$ cat src/design/stpf_pkg.sv
// stpf_pkg: shared widths, constants and the queue item type for the
// spectrum two-peak finder. No dependencies.
package stpf_pkg;

  localparam int REAL_W            = 16;
  localparam int LEVEL_W           = 17;
  localparam int INDEX_W           = 9;
  localparam int GUARD_W           = 6;
  localparam int RAD_W             = 2 * LEVEL_W;
  localparam int REM_W             = LEVEL_W + 3;
  localparam int ROOT_STAGES       = LEVEL_W;
  localparam int QUEUE_DEPTH       = 4;
  localparam int BIN_COUNT_DEFAULT = 512;

  localparam logic [GUARD_W-1:0] GUARD_RESET = GUARD_W'(10);

  typedef struct packed {
    logic               last;
    logic [LEVEL_W-1:0] level;
  } bin_item_t;

endpackage

$ cat src/design/stpf_queue.sv
// stpf_queue: short FIFO of finished magnitudes between the front and
// the back. Depends on stpf_pkg.
module stpf_queue (
  input  logic                clk,
  input  logic                rst,
  input  logic                push_valid,
  output logic                push_ready,
  input  stpf_pkg::bin_item_t push_item,
  output logic                pop_valid,
  input  logic                pop_ready,
  output stpf_pkg::bin_item_t pop_item
);
  import stpf_pkg::*;

  localparam int PTR_W = $clog2(QUEUE_DEPTH);
  localparam int CNT_W = $clog2(QUEUE_DEPTH + 1);

  bin_item_t          slots [QUEUE_DEPTH];
  logic [PTR_W-1:0]   wr_ptr;
  logic [PTR_W-1:0]   rd_ptr;
  logic [CNT_W-1:0]   count;
  logic               do_push;
  logic               do_pop;

  assign push_ready = count != CNT_W'(QUEUE_DEPTH);
  assign pop_valid  = count != '0;
  assign do_push    = push_valid && push_ready;
  assign do_pop     = pop_valid && pop_ready;
  assign pop_item   = slots[rd_ptr];

  always_ff @(posedge clk) begin
    if (rst) begin
      wr_ptr <= '0;
      rd_ptr <= '0;
      count  <= '0;
    end else begin
      if (do_push) begin
        wr_ptr <= (wr_ptr == PTR_W'(QUEUE_DEPTH - 1)) ? '0 : wr_ptr + 1'b1;
      end
      if (do_pop) begin
        rd_ptr <= (rd_ptr == PTR_W'(QUEUE_DEPTH - 1)) ? '0 : rd_ptr + 1'b1;
      end
      if (do_push && !do_pop) begin
        count <= count + 1'b1;
      end else if (do_pop && !do_push) begin
        count <= count - 1'b1;
      end
    end
  end

  always_ff @(posedge clk) begin
    if (do_push) begin
      slots[wr_ptr] <= push_item;
    end
  end

endmodule

$ cat config.mk
export PLATFORM = sky130hd
export DESIGN_NAME = stpf_queue
export DESIGN_NICKNAME = d
export VERILOG_FILES = /design/src/design/stpf_pkg.sv /design/src/design/stpf_queue.sv
export SDC_FILE = /design/constraint.sdc
export NUM_CORES = 1
export LEC_CHECK = 0
export ABC_AREA = 0
export BUFFER_PORTS_ARGS = -buffer_cell sky130_fd_sc_hd__clkbuf_2
export CORE_ASPECT_RATIO = 1.25
export CORE_MARGIN = 5
export CORE_UTILIZATION = 25
export CTS_CLUSTER_SIZE = 24
export DETAILED_ROUTE_END_ITERATION = 12
export GPL_ROUTABILITY_DRIVEN = 0
export PLACE_DENSITY = 0.38
export SYNTH_ARGS = -nofsm -noshare
export SYNTH_HDL_FRONTEND = slang
export SYNTH_SLANG_ARGS = --single-unit
$ cat constraint.sdc
create_clock -name clk -period 4 [get_ports clk]
set_clock_uncertainty 0.05 [all_clocks]
set_input_delay 1 -clock clk [delete_from_list [all_inputs] [get_ports clk]]
set_output_delay 1 -clock clk [all_outputs]
set_load 0.005 [all_outputs]
==> metrics.cfg <==
[floorplan]
num_io_pins=42
dieArea_um2=14600
die_w_um=109
die_h_um=134
num_rows=45
start_util=0.254
placeableCoreArea_um2=12100

[detailed_routing]
ant_nets=0
vias_per_cell=4.04
dr.pass1.iters=4
wl_per_cell_um=16.0
wirelength_um=5730
routed-via-count=1445
route.detailed.drc=0
dr.first_iter.drc_count=50

[logic_synthesis]
synth_seq_cells=81
syn_avg_cell_area_um2=21.7
synth_warnings=0
synth_area_leaders=edfxtp_1 70%, mux4_2 13%, dfxtp_1 5.9%
yosysTopAreaCellShare=0.703
synthArstFlopShare=0
syn_inst=142
synth_area_um2=3080
syn_nets=171
yosys_most_used_dff=edfxtp_1
ys_types=26
synth_top_area_cell=edfxtp_1
synth-edff-count=72
yosysSeqAreaShare=0.762

[critical_path]
arrival_ns=1.87
crit_path_max_fanout=18
slowest_stage=dfxtp_1
end_kind=output pin
cp_top_family=flip-flops
critPathBufInv=1
crit_chain=mux4_2, clkbuf_2
cp_slowest_stage_delay_ns=0.96
worstSetupPathType=flip-flop to output pin
worst_ep_required_time_ns=2.95
start_kind=flip-flop

[sta]
tns_ns=0
slew_viol_final=0
relSlewSlack=0.342
fin_crit_sh=0.730
timing.hold.ws_ns=0.453
fmax_mhz=343
setup_violations=0
worst_pin_slew_ns=0.985
hold_viol_final=0
rsz0062_at_grt=false
period_needed_ns=2.92

[finish]
diodes=0
layout_commonest_cell=edfxtp_1
area_delta_synth_final_pct=21.9
nets=218
layoutNonFillerInstCount=358
layout-drive-gt1-share=0.423
fin_area_um2=3750
mostFrequentLayoutCells=72 x edfxtp_1, 41 x clkbuf_2, 18 x mux4_2

[clocking]
clock-sinks=81
insertion_delay_ns=0.33
post_cts.repair.setup_buffers=0
cts_max_path_buffers=2
clock-root-buffer=clkbuf_16
cts_resized=0
numCtsBuffers=9
cts_hold_buf=0
path_clk_slew_ns=0.06
htree_levels=3
cts_tree=yes

[global_routing]
grt_pass1_wl_um=8900
first_global_vias=1638
grt_use_total=0.0854
antenna_found_initial=0
grt_overflow=0
grt_max_degree=19

[power]
power_density_nw_per_um2=624
vdd_drop_max_mv=0.260
p_leak_nw=1.30

[worst_hold_path]
hp-class=flip-flop to flip-flop

[placed_design]
place_area_um2=3460
port_buffers=41
hpwl_um=3710
dp.cells=342

[run_status]
status=completed

[flow_run]
maxCapViolations=0

==> cell families (layout without fill, tap and decap cells) <==
kind of cell,after synthesis,after routing,share of synthesized area
xor gates and xnor gates,2,2,0.00570
and+or+nand+nor,17,17,0.0346
muxes,21,21,0.142
DFF,81,81,0.762
AOI/OAI and AO/OA,5,5,0.0114
adders and majority gates,7,7,0.0309
buffers and inverters,9,61,0.0142
==> cells in the mapped netlist, types with 3 or more instances <==
master    number
inv_1          3
ha_1           6
and3_2         4
mux2i_1        3
edfxtp_1      72
dfxtp_1        9
nor2_1         3
mux4_2        18
==> registers in the layout (all words and copies together), names as in the netlist, named ones only <==
name	count
count	3
rd_ptr	2
slots	72
wr_ptr	2
==> cell type report <==
| class | instances | area (um2) |
|---|---|---|
| Timing Repair Buffer | 42 | 213 |
| Tap cell | 164 | 205 |
| Fill cell | 1178 | 8360 |
| Clock buffer | 11 | 233 |
| Clock inverter | 5 | 56.3 |
| Multi-Input combinational cell | 52 | 689 |
| Inverter | 3 | 11.3 |
| Sequential cell | 81 | 2340 |
==> report_power, final <==
part	internal (mW)	switching, mW	leakage [nW]	total, mW
registers	1.03	0.0545	0.734	1.09
logic	0.241	0.232	0.422	0.472
clock network	0.482	0.300	0.139	0.782
==> final timing paths <==
| path | depth (start not counted) | end | slack [ns] | from |
|---|---|---|---|---|
| setup / recovery | 2 | pop_item[5] | 1.08 | flip-flop |
| hold / removal | 2 | rd_ptr[0] | 0.45 | rd_ptr[0] |
| setup reg to reg | 7 | count[2] | 1.56 | count[0] |
| hold reg to reg | 2 | rd_ptr[0] | 0.45 | rd_ptr[0] |
==> metal layers <==
metal / up-vias / part of all wire / global-route usage / routed length (um)
met1: 728 / 0.38 / 0.0857 / 2200
met5: - / 0 / 0 / 0
met3: 10 / 0.059 / 0.0337 / 336
met4: 0 / 0.019 / 0.0395 / 109
met2: 37 / 0.54 / 0.152 / 3090
li1: 670 / - / - / -
==> worst reg2reg max path, cell delays in order (launching register included) <==
cell     delay, ns
dfxtp_1       0.36
o31ai_1       0.50
ha_1          0.29
inv_1         0.06
fa_1          0.37
xor2_1        0.16
or3_2         0.43
a21oi_1       0.16
==> through the flow <==
step / worst slack [ns] / util / power (mW)
after floorplan: 1.43 / - / 1.41
after global placement: 1.29 / 0.286 / 1.58
after detailed placement: 1.22 / 0.286 / 1.60
after CTS: 1.00 / 0.310 / 2.39
after global routing: 0.960 / 0.310 / 2.47
final: 1.08 / 0.310 / 2.34
No activity file was read; power rests on OpenSTA's default activity.
