===== src/design/stpf_pkg.sv =====
// stpf_pkg: shared widths, constants and the queue item type for the
// spectrum two-peak finder. No dependencies.
package stpf_pkg;

  localparam int REAL_W            = 16;
  localparam int LEVEL_W           = 17;
  localparam int INDEX_W           = 9;
  localparam int GUARD_W           = 6;
  localparam int RAD_W             = 2 * LEVEL_W;
  localparam int REM_W             = LEVEL_W + 3;
  localparam int ROOT_STAGES       = LEVEL_W;
  localparam int QUEUE_DEPTH       = 4;
  localparam int BIN_COUNT_DEFAULT = 512;

  localparam logic [GUARD_W-1:0] GUARD_RESET = GUARD_W'(10);

  typedef struct packed {
    logic               last;
    logic [LEVEL_W-1:0] level;
  } bin_item_t;

endpackage


===== src/design/stpf_front.sv =====
// stpf_front: accepts bins, forms the power word and takes its integer
// square root in a one-bit-per-stage pipeline. Depends on stpf_pkg.
module stpf_front (
  input  logic                                clk,
  input  logic                                rst,
  input  logic                                in_valid,
  output logic                                in_ready,
  input  logic signed [stpf_pkg::REAL_W-1:0]  real_part,
  input  logic signed [stpf_pkg::REAL_W-1:0]  imag_part,
  input  logic                                last_bin,
  output logic                                push_valid,
  input  logic                                push_ready,
  output stpf_pkg::bin_item_t                 push_item
);
  import stpf_pkg::*;

  logic                        adv;
  logic                        accept;
  logic                        first_bin;
  logic signed [2*REAL_W-1:0]  re_sq;
  logic signed [2*REAL_W-1:0]  im_sq;
  logic                        p1_vld;
  logic                        p1_last;
  logic                        p1_first;
  logic [2*REAL_W-2:0]         p1_re;
  logic [2*REAL_W-2:0]         p1_im;
  logic [2*REAL_W-1:0]         sum;
  logic                        p2_vld;
  logic                        p2_last;
  logic [RAD_W-1:0]            p2_rad;

  logic                        vld  [ROOT_STAGES+1];
  logic                        lst  [ROOT_STAGES+1];
  logic [RAD_W-1:0]            rad  [ROOT_STAGES+1];
  logic [LEVEL_W-1:0]          root [ROOT_STAGES+1];
  logic [REM_W-1:0]            rem  [ROOT_STAGES+1];

  assign adv      = !vld[ROOT_STAGES] || push_ready;
  assign in_ready = adv;
  assign accept   = in_valid && adv;

  assign re_sq = real_part * real_part;
  assign im_sq = imag_part * imag_part;
  assign sum   = {1'b0, p1_re} + {1'b0, p1_im};

  always_ff @(posedge clk) begin
    if (rst) begin
      first_bin <= 1'b1;
      p1_vld    <= 1'b0;
      p2_vld    <= 1'b0;
    end else if (adv) begin
      if (accept) begin
        first_bin <= last_bin;
      end
      p1_vld <= accept;
      p2_vld <= p1_vld;
    end
  end

  always_ff @(posedge clk) begin
    if (adv) begin
      p1_re    <= re_sq[2*REAL_W-2:0];
      p1_im    <= im_sq[2*REAL_W-2:0];
      p1_last  <= last_bin;
      p1_first <= first_bin;
      p2_last  <= p1_last;
      p2_rad   <= p1_first ? RAD_W'(sum) : (RAD_W'(sum) << 2);
    end
  end

  assign vld[0]  = p2_vld;
  assign lst[0]  = p2_last;
  assign rad[0]  = p2_rad;
  assign root[0] = '0;
  assign rem[0]  = '0;

  for (genvar k = 0; k < ROOT_STAGES; k++) begin : g_root
    logic [REM_W-1:0] rem_sh;
    logic [REM_W-1:0] trial;
    logic             fits;

    assign rem_sh = {rem[k][REM_W-3:0], rad[k][RAD_W-1 -: 2]};
    assign trial  = REM_W'({root[k], 2'b01});
    assign fits   = rem_sh >= trial;

    always_ff @(posedge clk) begin
      if (rst) begin
        vld[k+1] <= 1'b0;
      end else if (adv) begin
        vld[k+1] <= vld[k];
      end
    end

    always_ff @(posedge clk) begin
      if (adv) begin
        lst[k+1]  <= lst[k];
        rad[k+1]  <= rad[k] << 2;
        root[k+1] <= {root[k][LEVEL_W-2:0], fits};
        rem[k+1]  <= fits ? (rem_sh - trial) : rem_sh;
      end
    end
  end

  assign push_valid      = vld[ROOT_STAGES];
  assign push_item.last  = lst[ROOT_STAGES];
  assign push_item.level = root[ROOT_STAGES];

endmodule


===== config.mk =====
export PLATFORM = sky130hd
export DESIGN_NAME = stpf_front
export DESIGN_NICKNAME = d
export VERILOG_FILES = /design/src/design/stpf_pkg.sv /design/src/design/stpf_front.sv
export SDC_FILE = /design/constraint.sdc
export NUM_CORES = 2
export LEC_CHECK = 0
export ABC_AREA = 1
export BUFFER_PORTS_ARGS = -buffer_cell sky130_fd_sc_hd__buf_2
export CELL_PAD_IN_SITES_DETAIL_PLACEMENT = 1
export CELL_PAD_IN_SITES_GLOBAL_PLACEMENT = 1
export CORE_AREA = 2 2 293 411
export DETAILED_ROUTE_END_ITERATION = 8
export DIE_AREA = 0 0 295 413
export GPL_TIMING_DRIVEN = 0
export PLACE_DENSITY_LB_ADDON = 0.1
export SYNTH_ARGS = -nofsm -noshare
export SYNTH_HDL_FRONTEND = slang
export SYNTH_SLANG_ARGS = --single-unit

===== constraint.sdc =====
create_clock -name clk -period 39.4 [get_ports clk]
set_clock_uncertainty 0.2 [all_clocks]
set_input_delay 3.94 -clock clk [delete_from_list [all_inputs] [get_ports clk]]
set_output_delay 3.94 -clock clk [all_outputs]
set_load 0.02 [all_outputs]

==> summary.txt <==
Die
  – Initial Util: between 50% and 60%
  – Core area: 118,000 um2
  – Row cnt: 150
  – # IOs: between 50 and 60
  – Die area: 122,000 um2
  – Die Ht: between 400 and 500 um
  – Die X: between 200 and 300 um

STA
  – Period utilization: 26.2%
  – Setup TNS Final: 0 ns
  – RSZ-0062 raised after global routing: no
  – Fmax: 96.8 MHz
  – Fin crit period: about 10 ns
  – Final hold viol count: 0
  – Slew Viols, Final: 0
  – Fin Hold WS: about 0.19 ns
  – Final setup viols: 0
  – Worst slew pin tran: roughly 0.9 ns
  – Rel. slew slack: around two fifths

Worst setup path
  – CP Depth: 23
  – CP Capture Type: flip-flop
  – Slowest cell on the critical path: clkbuf_1
  – Critical-path maximum fanout: 10
  – CP dominant cell by count: inv_1
  – CP peak stage delay: ~0.72 ns
  – Crit path buf inv count: 9
  – R2R cell count: 9
  – Top delay family on crit path: adder cells
  – CP arrival: around 11 ns
  – Worst Setup Start Kind: input pin
  – CP cell instances: clkbuf_1 > clkbuf_1 > nand2_1 > fa_1 > inv_1 > fa_1 > inv_1 > fa_1 > inv_1 > fa_1 > fa_1 > inv_1 > fa_1 > inv_1 > ha_1 > inv_1 > nor3_1 > and3_1 > nand2_1 > inv_1 > nor2_1 > nand2_1 > nand2_1
  – R2r setup slk: about 36 ns
  – Required time worst endpoint: 39.64 ns
  – Crit path kind: in -> reg

Detailed routing
  – Post-route ant nets: 0
  – Met1 WL: roughly 55,000 um
  – 1st-pass router iterations: 5
  – Via count: 43,564
  – Iteration-0 DRC Markers: 1,714
  – DR WL/cell: approximately 20 um
  – DRT Wirelength: roughly 160,000 um
  – Drt drc: 0
  – Drt via density: between 5 and 6
  – Met3 Wirelength: 3720 um
  – WL met2: around 94,000 um
  – Top sig layer: met4

CTS
  – CTS Hold Bufs: 0
  – PostCTS Resize Cnt: 0
  – CTS max path bufs: 3
  – CTS Root Cell: clkbuf_16
  – Setup Fix Bufs, Post-CTS: 0
  – CTS Sinks: 827
  – TritonCTS buffer count: 83
  – H-tree levels: 3
  – CTS clk-pin slew, worst paths: roughly 0.06 ns
  – Clk_lat worst skew: around 0.70 ns
  – CTS tree: yes

Synthesis
  – Number of synthesized flops with an enable pin: 807
  – Post-synth top area cell: edfxtp_1
  – Top cells by count, synth: nand2_1 (1,466), inv_1 (1,333), edfxtp_1 (807)
  – Avg Inst Size Synth: between 9 and 10 um2
  – Post-synth top area share: around two fifths
  – Async S/R FF share, synth: 0%
  – Synth Warn #: 0
  – Ys flop type: edfxtp_1
  – Count leader, synth: nand2_1
  – Cells after Synth: between 6,000 and 7,000
  – Synth cell types: between 50 and 60
  – Largest cells by area after synthesis: edfxtp_1 (40%), fa_1 (15%), nand2_1 (9.2%)
  – Mapped cell area: around 60,000 um2
  – Sequential area share after synthesis: 41.1%
  – Seq cells post-synth: 827
  – Syn nets: between 7,000 and 8,000

Worst hold path
  – Hold Path Class: reg -> reg
  – Hold Path Cell Cnt: 0

Global routing
  – Total GRT Usage: between 20 and 30%
  – Global-route wire length before repair: around 260,000 um
  – Initial antenna violation count: 0
  – Largest net degree at the start of global routing: 74
  – Grt ovf: 0
  – Vias in the first global route: between 40,000 and 50,000

Place
  – Final Wtd Congestion: between 0.9 and 1
  – # port buffers: 39
  – Post-DP HPWL: ~130,000 um

Finish
  – Nets: around 7,400
  – Share of post-route cells with drive strength above 1: a little under 5%
  – Layout area overhead: 8.83%
  – Ant. Diodes: 0
  – Core Util, Final: roughly 55%

Flow run
  – Max Cap Violations: 0

Status
  – Outcome: complete, no violations
-- path summary, 6_finish.rpt --
kind / end / start
max: p1_re[30]$_DFFE_PN_ / real_part[7]
min: rad[438]$_DFFE_PN_ / rad[470]$_DFFE_PN_
min reg2reg: rad[438]$_DFFE_PN_ / rad[470]$_DFFE_PN_
max reg2reg: rad[167]$_DFFE_PN_ / push_valid$_SDFFE_PP0N_
-- state kept, by name, indices dropped and copies added (netlist names), 16 cells and up --
| signal | flops |
|---|---|
| g_root.trial | 136 |
| lst | 16 |
| p2_rad | 34 |
| g_root.rem_sh | 300 |
| p1_im | 30 |
| push_item | 18 |
| vld | 16 |
| p1_re | 30 |
| rad | 240 |
-- metal layers --
metal / vias to the layer above / GRT usage (%)
met3: 403 / 2.42
met4: 0 / 16.1
met2: 723 / 56.2
met5: - / 0
li1: 20820 / -
met1: 21618 / 26.1
-- area by class of cell --
cell class	instances	area, um2
Clock buffer	105	2240
Fill cell	13544	53200
Buffer	111	544
Sequential cell	827	24600
Multi-Input combinational cell	4144	29600
Inverter	1359	5110
Clock inverter	49	483
Tap cell	1596	2000
Timing Repair Buffer	53	566
-- layout by cell type, fill, tap and decap left out, types with 43 or more instances in the layout --
cell type  instances
buf_2             48
edfxtp_1         807
nand3_1          321
nor2_1           386
clkbuf_16         86
nand2_1         1466
o21ai_0          185
fa_1             459
xnor2_1           70
ha_1             370
xor2_1           134
nand4_1           84
clkbuf_1          94
nor3_1            59
o21ai_1           43
inv_1           1333
nand3b_1          47
a21oi_1          304
-- kinds of logic after synthesis --
group / synth area share [%]
adders and majority gates: 23.1
other: 0.00626
muxes: 0.0167
buffers and inverters: 9.43
xor gates and xnor gates: 2.98
DFF: 41.1
and+or+nand+nor: 17.5
AOI/OAI and AO/OA: 5.93
-- metrics by stage --
| stage | cells | worst slack [ns] | instance area [um2] |
|---|---|---|---|
| finish | 8244 | 29.07 | 65200 |
| global route | 8244 | 28.67 | 65200 |
| CTS | 8244 | 29.05 | 65200 |
| detailed placement | 8090 | 28.30 | 62500 |
| global placement | 8076 | -1.83 | 62100 |
| floorplan | 6441 | 9.10 | 59900 |
-- worst reg2reg max path, cell delays in order, from the launching register on --
cell	delay [ns]
dfxtp_1	0.31
inv_1	0.05
nor2_1	0.05
inv_1	0.06
clkbuf_4	0.24
buf_16	0.29
buf_16	0.36
buf_16	0.34
buf_16	0.35
buf_16	0.39
Power is not shown: default switching activity piles up to over one toggle a cycle in this logic, so the estimate is an artifact.
